`src/sv/afs_pkg.sv`:
```
// ----------------------------------------------------------------------------
// afs_pkg - animation frame selector shared definitions
// Item codes, playback codes, field widths and default sizes used by the
// frame selector and its port checker.
// ----------------------------------------------------------------------------
package afs_pkg;

    // default sizes of the delay table
    localparam int MAX_FRAMES_DEF = 64;
    localparam int DELAY_BITS_DEF = 16;

    // field widths of the stream items
    localparam int MODE_W      = 2;
    localparam int RAW_W       = 17;
    localparam int ELAPSED_W   = 32;
    localparam int PLAY_W      = 2;
    localparam int INDEX_W     = 6;
    localparam int TOTAL_W     = 7;
    localparam int S_TDATA_W   = 56;
    localparam int S_TUSER_W   = 2;
    localparam int M_TDATA_W   = 16;

    // delay substituted for a raw delay that is not positive
    localparam logic [15:0] DEFAULT_DELAY_MS = 16'd100;

    // item kinds
    localparam logic [MODE_W-1:0] MODE_CLEAR  = 2'd0;
    localparam logic [MODE_W-1:0] MODE_APPEND = 2'd1;
    localparam logic [MODE_W-1:0] MODE_QUERY  = 2'd2;

    // playback modes
    localparam logic [PLAY_W-1:0] PLAY_LOOP = 2'd0;
    localparam logic [PLAY_W-1:0] PLAY_HOLD = 2'd1;
    localparam logic [PLAY_W-1:0] PLAY_HIDE = 2'd2;

endpackage

```
`src/sv/animation_frame_selector.sv`:
```
// ----------------------------------------------------------------------------
// animation_frame_selector - frame delay table with timeline lookup
// Stores per-frame delays in a synchronous memory and answers which frame
// is shown at a given elapsed time, with loop, hold and hide playback.
// ----------------------------------------------------------------------------
// Usage
//   s_ channel: one item per transfer. s_tuser carries the item kind (clear,
//   append, query); s_tdata carries raw_delay, elapsed_ms and playback.
//   m_ channel: exactly one result per item, in order, in m_tdata.
//   Clear and append pass straight to the result state. A query does too
//   when the answer follows from the frame count and total alone,
//   otherwise it reads delays until the frame is found (at most
//   MAX_FRAMES reads), after a restoring remainder over the 32 elapsed
//   bits for loop playback.
//   The delay table has one registered read port; the walk
//   issues one read per cycle and accumulates the delays as they return.
//   One item is in work at a time; s_tready is high while the block waits
//   for an item, also while a finished result still sits in the output
//   register.
//   Reset empties the table (frame count and total duration go to zero);
//   the delay memory itself is not cleared. When m_tready is low the result
//   holds in the output register and the block waits before the next one.
// ----------------------------------------------------------------------------
module animation_frame_selector #(
    parameter int MAX_FRAMES = afs_pkg::MAX_FRAMES_DEF,
    parameter int DELAY_BITS = afs_pkg::DELAY_BITS_DEF
) (
    input  logic                           aclk,
    input  logic                           aresetn,
    // input items
    input  logic                           s_tvalid,
    output logic                           s_tready,
    // raw_delay[16:0], elapsed_ms[48:17], playback[50:49], zero fill
    input  logic [afs_pkg::S_TDATA_W-1:0]  s_tdata,
    // mode[1:0]
    input  logic [afs_pkg::S_TUSER_W-1:0]  s_tuser,
    // result items
    output logic                           m_tvalid,
    input  logic                           m_tready,
    // frame_index[5:0], visible[6], frame_total[13:7], table_full[14], zero fill
    output logic [afs_pkg::M_TDATA_W-1:0]  m_tdata
);

    localparam int CNT_W = $clog2(MAX_FRAMES + 1);
    localparam int AW    = (MAX_FRAMES > 1) ? $clog2(MAX_FRAMES) : 1;
    localparam int TOT_W = DELAY_BITS + $clog2(MAX_FRAMES);
    localparam int EW    = afs_pkg::ELAPSED_W;
    localparam int CMP_W = (TOT_W > EW) ? TOT_W : EW;
    localparam int DIV_W = $clog2(EW);
    localparam logic [31:0] DLY_MAX = 32'((64'd1 << DELAY_BITS) - 64'd1);

    localparam logic [2:0] ST_IDLE = 3'd0;
    localparam logic [2:0] ST_DIV  = 3'd1;
    localparam logic [2:0] ST_WALK = 3'd2;
    localparam logic [2:0] ST_FIN  = 3'd3;

    // input field unpacking
    logic [afs_pkg::MODE_W-1:0] in_mode;
    logic [afs_pkg::RAW_W-1:0]  in_raw;
    logic [EW-1:0]              in_elapsed;
    logic [afs_pkg::PLAY_W-1:0] in_play;

    assign in_mode    = s_tuser[1:0];
    assign in_raw     = s_tdata[16:0];
    assign in_elapsed = s_tdata[48:17];
    assign in_play    = s_tdata[50:49];

    // state and working registers
    logic [2:0]            state_reg, state_next;
    logic [CNT_W-1:0]      count_reg, count_next;
    logic [TOT_W-1:0]      total_reg, total_next;
    logic [EW-1:0]         elapsed_reg, elapsed_next;
    logic [TOT_W-1:0]      rem_reg, rem_next;
    logic [DIV_W-1:0]      div_cnt_reg, div_cnt_next;
    logic [CNT_W-1:0]      rd_cnt_reg, rd_cnt_next;
    logic                  rd_vld_reg, rd_vld_next;
    logic [AW-1:0]         rd_idx_reg, rd_idx_next;
    logic [TOT_W-1:0]      acc_reg, acc_next;
    logic [AW-1:0]         res_idx_reg, res_idx_next;
    logic                  res_vis_reg, res_vis_next;
    logic                  res_full_reg, res_full_next;
    logic                  m_tvalid_reg, m_tvalid_next;
    logic [afs_pkg::M_TDATA_W-1:0] m_tdata_reg, m_tdata_next;

    // delay memory
    logic [DELAY_BITS-1:0] delay_mem [MAX_FRAMES];
    logic                  mem_we;
    logic [AW-1:0]         mem_waddr;
    logic [DELAY_BITS-1:0] mem_wdata;
    logic                  mem_re;
    logic [AW-1:0]         mem_raddr;
    logic [DELAY_BITS-1:0] mem_rdata_reg;

    always_ff @(posedge aclk) begin
        if (mem_we) begin
            delay_mem[mem_waddr] <= mem_wdata;
        end
        if (mem_re) begin
            mem_rdata_reg <= delay_mem[mem_raddr];
        end
    end

    // append delay: default for non-positive, saturate to the stored width
    logic [15:0]  dly_raw;
    logic [31:0]  dly_sat;

    always_comb begin
        if (in_raw[16] || (in_raw == '0)) begin
            dly_raw = afs_pkg::DEFAULT_DELAY_MS;
        end else begin
            dly_raw = in_raw[15:0];
        end
        if (32'(dly_raw) > DLY_MAX) begin
            dly_sat = DLY_MAX;
        end else begin
            dly_sat = 32'(dly_raw);
        end
    end

    // restoring remainder step
    logic [TOT_W:0]   div_shift;
    logic [TOT_W:0]   div_total;
    logic [TOT_W-1:0] div_rem;

    assign div_shift = {rem_reg, elapsed_reg[EW-1]};
    assign div_total = {1'b0, total_reg};

    always_comb begin
        if (div_shift >= div_total) begin
            div_rem = TOT_W'(div_shift - div_total);
        end else begin
            div_rem = TOT_W'(div_shift);
        end
    end

    // walk accumulation
    logic [TOT_W-1:0] acc_sum;
    logic             walk_hit;
    logic             walk_last;
    logic [AW-1:0]    last_idx;

    assign acc_sum   = acc_reg + TOT_W'(mem_rdata_reg);
    assign walk_hit  = CMP_W'(elapsed_reg) < CMP_W'(acc_sum);
    assign last_idx  = AW'(count_reg - CNT_W'(1));
    assign walk_last = (rd_idx_reg == last_idx);

    assign s_tready = (state_reg == ST_IDLE);

    // control and datapath next state
    always_comb begin
        state_next    = state_reg;
        count_next    = count_reg;
        total_next    = total_reg;
        elapsed_next  = elapsed_reg;
        rem_next      = rem_reg;
        div_cnt_next  = div_cnt_reg;
        rd_cnt_next   = rd_cnt_reg;
        rd_vld_next   = 1'b0;
        rd_idx_next   = rd_idx_reg;
        acc_next      = acc_reg;
        res_idx_next  = res_idx_reg;
        res_vis_next  = res_vis_reg;
        res_full_next = res_full_reg;
        m_tvalid_next = m_tvalid_reg;
        m_tdata_next  = m_tdata_reg;
        mem_we        = 1'b0;
        mem_waddr     = count_reg[AW-1:0];
        mem_wdata     = DELAY_BITS'(dly_sat);
        mem_re        = 1'b0;
        mem_raddr     = rd_cnt_reg[AW-1:0];

        // output register drains independently
        if (m_tvalid_reg && m_tready) begin
            m_tvalid_next = 1'b0;
        end

        case (state_reg)
            ST_IDLE: begin
                if (s_tvalid) begin
                    res_idx_next  = '0;
                    res_vis_next  = 1'b0;
                    res_full_next = 1'b0;
                    elapsed_next  = in_elapsed;
                    rem_next      = '0;
                    div_cnt_next  = '0;
                    rd_cnt_next   = '0;
                    acc_next      = '0;
                    state_next    = ST_FIN;
                    case (in_mode)
                        afs_pkg::MODE_CLEAR: begin
                            count_next = '0;
                            total_next = '0;
                        end
                        afs_pkg::MODE_APPEND: begin
                            if (count_reg >= CNT_W'(MAX_FRAMES)) begin
                                res_full_next = 1'b1;
                            end else begin
                                mem_we     = 1'b1;
                                count_next = count_reg + CNT_W'(1);
                                total_next = total_reg + TOT_W'(dly_sat);
                            end
                        end
                        afs_pkg::MODE_QUERY: begin
                            if (count_reg != '0) begin
                                res_vis_next = 1'b1;
                                if (total_reg == '0) begin
                                    state_next = ST_FIN;
                                end else if (in_play == afs_pkg::PLAY_LOOP) begin
                                    state_next = ST_DIV;
                                end else if (CMP_W'(in_elapsed) >= CMP_W'(total_reg)) begin
                                    if (in_play == afs_pkg::PLAY_HOLD) begin
                                        res_idx_next = last_idx;
                                    end else begin
                                        res_vis_next = 1'b0;
                                    end
                                end else begin
                                    state_next = ST_WALK;
                                end
                            end
                        end
                        default: begin
                        end
                    endcase
                end
            end

            // one remainder bit per cycle, dividend shifts out of elapsed
            ST_DIV: begin
                rem_next     = div_rem;
                elapsed_next = elapsed_reg << 1;
                div_cnt_next = div_cnt_reg + DIV_W'(1);
                if (div_cnt_reg == DIV_W'(EW - 1)) begin
                    elapsed_next = EW'(div_rem);
                    state_next   = ST_WALK;
                end
            end

            // one read issued per cycle, delays summed as they return
            ST_WALK: begin
                if (rd_cnt_reg < count_reg) begin
                    mem_re      = 1'b1;
                    rd_vld_next = 1'b1;
                    rd_idx_next = rd_cnt_reg[AW-1:0];
                    rd_cnt_next = rd_cnt_reg + CNT_W'(1);
                end
                if (rd_vld_reg) begin
                    acc_next = acc_sum;
                    if (walk_hit) begin
                        res_idx_next = rd_idx_reg;
                        rd_vld_next  = 1'b0;
                        state_next   = ST_FIN;
                    end else if (walk_last) begin
                        res_idx_next = last_idx;
                        rd_vld_next  = 1'b0;
                        state_next   = ST_FIN;
                    end
                end
            end

            // hand the result to the output register once it is free
            ST_FIN: begin
                if (!m_tvalid_reg || m_tready) begin
                    m_tvalid_next = 1'b1;
                    m_tdata_next  = '0;
                    m_tdata_next[5:0]  = afs_pkg::INDEX_W'(res_idx_reg);
                    m_tdata_next[6]    = res_vis_reg;
                    m_tdata_next[13:7] = afs_pkg::TOTAL_W'(count_reg);
                    m_tdata_next[14]   = res_full_reg;
                    state_next    = ST_IDLE;
                end
            end

            default: begin
                state_next = ST_IDLE;
            end
        endcase
    end

    // control registers
    always_ff @(posedge aclk) begin
        if (!aresetn) begin
            state_reg    <= ST_IDLE;
            count_reg    <= '0;
            total_reg    <= '0;
            rd_vld_reg   <= 1'b0;
            m_tvalid_reg <= 1'b0;
        end else begin
            state_reg    <= state_next;
            count_reg    <= count_next;
            total_reg    <= total_next;
            rd_vld_reg   <= rd_vld_next;
            m_tvalid_reg <= m_tvalid_next;
        end
    end

    // payload registers
    always_ff @(posedge aclk) begin
        elapsed_reg  <= elapsed_next;
        rem_reg      <= rem_next;
        div_cnt_reg  <= div_cnt_next;
        rd_cnt_reg   <= rd_cnt_next;
        rd_idx_reg   <= rd_idx_next;
        acc_reg      <= acc_next;
        res_idx_reg  <= res_idx_next;
        res_vis_reg  <= res_vis_next;
        res_full_reg <= res_full_next;
        m_tdata_reg  <= m_tdata_next;
    end

    assign m_tvalid = m_tvalid_reg;
    assign m_tdata  = m_tdata_reg;

endmodule

```
`config.mk`:
```
export PLATFORM = sky130hd
export DESIGN_NAME = animation_frame_selector
export DESIGN_NICKNAME = d
export VERILOG_FILES = /design/src/sv/afs_pkg.sv /design/src/sv/animation_frame_selector.sv
export SDC_FILE = /design/constraint.sdc
export NUM_CORES = 2
export LEC_CHECK = 0
export ABC_AREA = 1
export BUFFER_PORTS_ARGS = -buffer_cell sky130_fd_sc_hd__buf_2
export CORE_AREA = 4 4 281 283
export CTS_CLUSTER_SIZE = 28
export DETAILED_ROUTE_END_ITERATION = 10
export DIE_AREA = 0 0 285 287
export PLACE_DENSITY = 0.84
export SLEW_MARGIN = 20
export SYNTH_ARGS = -nofsm -noshare
export SYNTH_HDL_FRONTEND = slang
export SYNTH_SLANG_ARGS = --single-unit
```
`constraint.sdc`:
```
create_clock -name aclk -period 10.9 [get_ports aclk]
set_clock_uncertainty 0.2 [all_clocks]
set_input_delay 2.18 -clock aclk [delete_from_list [all_inputs] [get_ports aclk]]
set_output_delay 2.18 -clock aclk [all_outputs]
set_load 0.05 [all_outputs]
```
==> metrics.txt <==
# TYPE chip_impl_metric gauge
chip_impl_metric{name="globalRoute.totalOverflow",unit=""} 0
chip_impl_metric{name="final.setup.tns",unit="ns"} 0
chip_impl_info{name="rsz0062_at_grt",value="no"} 1
chip_impl_metric{name="timing.reg2reg.worst_path_depth",unit=""} 9
chip_impl_metric{name="antenna_violating_nets_post_route",unit=""} 0
chip_impl_metric{name="final-max-slew-violation-count",unit=""} 0
chip_impl_metric{name="hold_path_depth",unit=""} 0
chip_impl_metric{name="fp.coreArea",unit="mm^2"} 0.07670
chip_impl_metric{name="worst_ir_drop_vdd",unit="mV"} 0.2281
chip_impl_metric{name="yosys_register_bits",unit=""} 1190
chip_impl_metric{name="synth-edff-count",unit=""} 1157
chip_impl_metric{name="cts-buffers-inserted",unit=""} 112
chip_impl_info{name="whs_endpoint",value="m_tdata[2]"} 1
chip_impl_metric{name="clock_pin_slew_of_the_registers_on_the_worst_case_setup_and_hold_paths",unit="ns"} 0.06
chip_impl_metric{name="ctsHtreeMaxLevel",unit=""} 3
chip_impl_metric{name="max_cap_viol_count",unit=""} 0
chip_impl_metric{name="finalCriticalPeriod",unit="ns"} 5.771
chip_impl_info{name="worst_hold_path_type",value="reg2reg"} 1
chip_impl_metric{name="syn_avg_cell_area",unit="um^2"} 11.78
chip_impl_metric{name="cts_post_setup_buffers_inserted",unit=""} 0
chip_impl_metric{name="totalPowerFinal",unit="mW"} 14.82
chip_impl_info{name="endpoint_kind",value="flop"} 1
chip_impl_metric{name="drive_above_1_share",unit="%"} 9.850
chip_impl_info{name="post_synth_most_frequent_cells",value="sky130_fd_sc_hd__edfxtp_1, sky130_fd_sc_hd__nor2_1, sky130_fd_sc_hd__o21ai_0, sky130_fd_sc_hd__nand2_1, sky130_fd_sc_hd__inv_1"} 1
chip_impl_metric{name="final-hold-violation-count",unit=""} 0
chip_impl_metric{name="cp_data_required_time",unit="ns"} 11.07
chip_impl_metric{name="fmaxAchievable",unit="MHz"} 173.3
chip_impl_metric{name="critPathArrivalTime",unit="ns"} 5.95
chip_impl_metric{name="drtPass1Iterations",unit=""} 6
chip_impl_metric{name="synth.yosys.seq_area_share",unit="%"} 68.82
chip_impl_metric{name="crit_path_max_fanout",unit=""} 12
chip_impl_metric{name="die-height",unit="um"} 287
chip_impl_metric{name="area_growth",unit="%"} 10.40
chip_impl_metric{name="netlist-cell-type-count",unit=""} 54
chip_impl_metric{name="number_of_global_route_vias_before_repair",unit=""} 35360
chip_impl_info{name="setup.worst_path.start_class",value="primary input"} 1
chip_impl_info{name="worst_hold_startpoint",value="res_idx_reg[2]"} 1
chip_impl_metric{name="totalWireLength",unit="um"} 139800
chip_impl_metric{name="floorplan.initialDensity",unit="%"} 67.07
chip_impl_metric{name="cts_hold_buf",unit=""} 0
chip_impl_metric{name="vias_per_cell",unit=""} 6.639
chip_impl_metric{name="design.die.area",unit="mm^2"} 0.08180
chip_impl_metric{name="post_synthesis_async_set_or_reset_flop_share",unit="%"} 0
chip_impl_info{name="ys_top_cells_by_area",value="sky130_fd_sc_hd__edfxtp_1, sky130_fd_sc_hd__o21ai_0, sky130_fd_sc_hd__nor2_1"} 1
chip_impl_metric{name="detail_route.iter0.violations",unit=""} 5992
chip_impl_metric{name="floorplan_die_width",unit="um"} 285
chip_impl_metric{name="reg2reg_slack",unit="ns"} 6.20
chip_impl_metric{name="slew_headroom",unit="%"} 22.79
chip_impl_metric{name="grt.total_usage",unit="%"} 33.57
chip_impl_metric{name="synthesis.yosys.warnings",unit=""} 0
chip_impl_metric{name="grt_pass1_wl",unit="um"} 209000
chip_impl_metric{name="synth.net_count",unit=""} 4546
chip_impl_metric{name="largest_register_ffs",unit=""} 1024
chip_impl_metric{name="cellLeakagePower",unit="nW"} 19.62
chip_impl_metric{name="numPortBuffers",unit=""} 73
chip_impl_metric{name="wl_per_cell",unit="um"} 25.09
chip_impl_metric{name="final-setup-viol-count",unit=""} 0
chip_impl_metric{name="clock_tree_buf_depth",unit=""} 3
chip_impl_metric{name="cts_num_sinks",unit=""} 1190
chip_impl_metric{name="row_count",unit=""} 102
chip_impl_metric{name="cts_resized",unit=""} 0
chip_impl_metric{name="grt_start_max_net_pins",unit=""} 220
chip_impl_info{name="outcome",value="finished, final reports clean"} 1
chip_impl_info{name="worst_r2r_startpoint",value="state_reg[0]"} 1
chip_impl_metric{name="detailroute.via_count",unit=""} 36990
chip_impl_metric{name="power_density",unit="mW/mm^2"} 260.9
chip_impl_metric{name="number_of_antenna_violations_at_the_first_check_in_global_routing",unit=""} 4
chip_impl_info{name="ys.flop_type",value="sky130_fd_sc_hd__edfxtp_1"} 1
chip_impl_metric{name="netlist.area_leader.share",unit="%"} 67.54
chip_impl_info{name="tritoncts",value="yes"} 1
chip_impl_metric{name="post_synth_instance_area",unit="mm^2"} 0.05144
chip_impl_metric{name="worstMarginPinSlew",unit="ns"} 1.157
chip_impl_metric{name="instance_count_of_the_mapped_netlist",unit=""} 4368
chip_impl_metric{name="hpwl",unit="um"} 81590
chip_impl_metric{name="ios",unit=""} 80
chip_impl_metric{name="insertion_delay",unit="ns"} 0.68
chip_impl_info{name="worst_r2r_endpoint",value="delay_mem[27][2]"} 1
chip_impl_info{name="largest_area_contributor_in_the_netlist",value="sky130_fd_sc_hd__edfxtp_1"} 1
chip_impl_info{name="cts.root.buffer_cell",value="sky130_fd_sc_hd__clkbuf_16"} 1
chip_impl_metric{name="gpl.final_weighted_congestion",unit=""} 0.9468
chip_impl_info{name="criticalPathCategory",value="in2reg"} 1
chip_impl_metric{name="final_min_period_over_clock_period",unit="%"} 52.95
chip_impl_metric{name="final_layout_net_count",unit=""} 4610
chip_impl_info{name="synth_most_common_cell",value="sky130_fd_sc_hd__edfxtp_1"} 1
chip_impl_metric{name="drc_errors",unit=""} 0
==> report_power, final <==
part	switching (mW)	leakage [nW]	internal [mW]
logic	3.95	7.17	1.48
registers	0.135	10.7	5.37
clock network	1.69	1.80	2.19
total	5.78	19.6	9.04
==> cell type report <==
type	count	area, um^2
Clock inverter	76	671.9
Clock buffer	134	2988
Sequential cell	1190	35400
Inverter	188	726.9
Timing Repair Buffer	190	1256
Tap cell	1040	1301
Fill cell	4557	19910
Antenna cell	3	7.507
Multi-Input combinational cell	2750	14440
==> routing by layer <==
| metal | routed length (um) | vias to the layer above | track usage [%] |
|---|---|---|---|
| li1 | - | 16080 | - |
| met1 | 48950 | 17450 | 45.14 |
| met2 | 63640 | 2891 | 52.12 |
| met5 | 11 | - | 0 |
| met4 | 8384 | 2 | 16.72 |
| met3 | 18810 | 558 | 8.097 |
==> worst max-delay path by stage <==
| stage | startpoint | end | slack (ns) | depth (start not counted) |
|---|---|---|---|---|
| 3_5_place_dp | s_tdata[12] | total_reg[18] | 4.56 | 17 |
| 3_3_place_gp | s_tuser[0] | delay_mem[63][4] | 4.70 | 10 |
| 4_1_cts | s_tdata[12] | total_reg[20] | 5.26 | 16 |
| 2_1_floorplan | s_tdata[9] | total_reg[18] | 4.76 | 14 |
| 6_report | s_tuser[0] | delay_mem[27][2] | 5.13 | 10 |
| 5_1_grt | s_tdata[12] | total_reg[18] | 4.92 | 16 |
==> per-stage QoR <==
step / setup WS [ns] / instance area [um^2] / hold slack, ns / utilization, % / instances
floorplan: 4.759 / 51440 / 0.2003 / - / 4368
global route: 4.919 / 56790 / 0.2328 / 74.04 / 5569
global placement: 4.704 / 53120 / 0.2047 / 69.26 / 5358
CTS: 5.258 / 56780 / 0.2241 / 74.03 / 5568
finish: 5.129 / 56790 / 0.2216 / 74.04 / 5571
detailed placement: 4.560 / 53120 / 0.2107 / 69.26 / 5358
==> critical path, cell delays in order <==
cell and delay, ns:
sky130_fd_sc_hd__buf_2 0.12, sky130_fd_sc_hd__inv_1 0.06, sky130_fd_sc_hd__nor2_1 0.35, sky130_fd_sc_hd__inv_1 0.13
sky130_fd_sc_hd__nor3_2 0.64, sky130_fd_sc_hd__inv_1 0.45, sky130_fd_sc_hd__nor2_1 0.33, sky130_fd_sc_hd__nand2_1 0.55
sky130_fd_sc_hd__nor2_1 0.82, sky130_fd_sc_hd__buf_4 0.31
==> cell usage in the layout, fill, tap and decap left out, drive strengths merged, types with 10 or more instances in the layout <==
| master | n |
|---|---|
| clkbuf | 134 |
| nand2 | 500 |
| edfxtp | 1157 |
| buf | 190 |
| a21oi | 156 |
| o221ai | 100 |
| xnor2 | 18 |
| nor2 | 721 |
| o22ai | 156 |
| o211ai | 31 |
| nor4 | 10 |
| nand3 | 185 |
| or2 | 19 |
| dfxtp | 33 |
| nand4 | 48 |
| nand3b | 15 |
| ha | 113 |
| nor3 | 19 |
| clkinv | 58 |
| xor2 | 16 |
| bufinv | 10 |
| inv | 191 |
| o21ai | 607 |
==> kinds of logic after synthesis <==
kind of cell / Yosys count / share of synthesized area [%]
other: 1 / 0.007289
adders and majority gates: 116 / 2.865
AOI/OAI and AO/OA: 1079 / 11.97
DFF: 1190 / 68.82
and+or+nand+nor: 1520 / 12.37
xor gates and xnor gates: 34 / 0.5935
buffers and inverters: 428 / 3.366
Note: power is estimated with default switching activity, not from simulation.
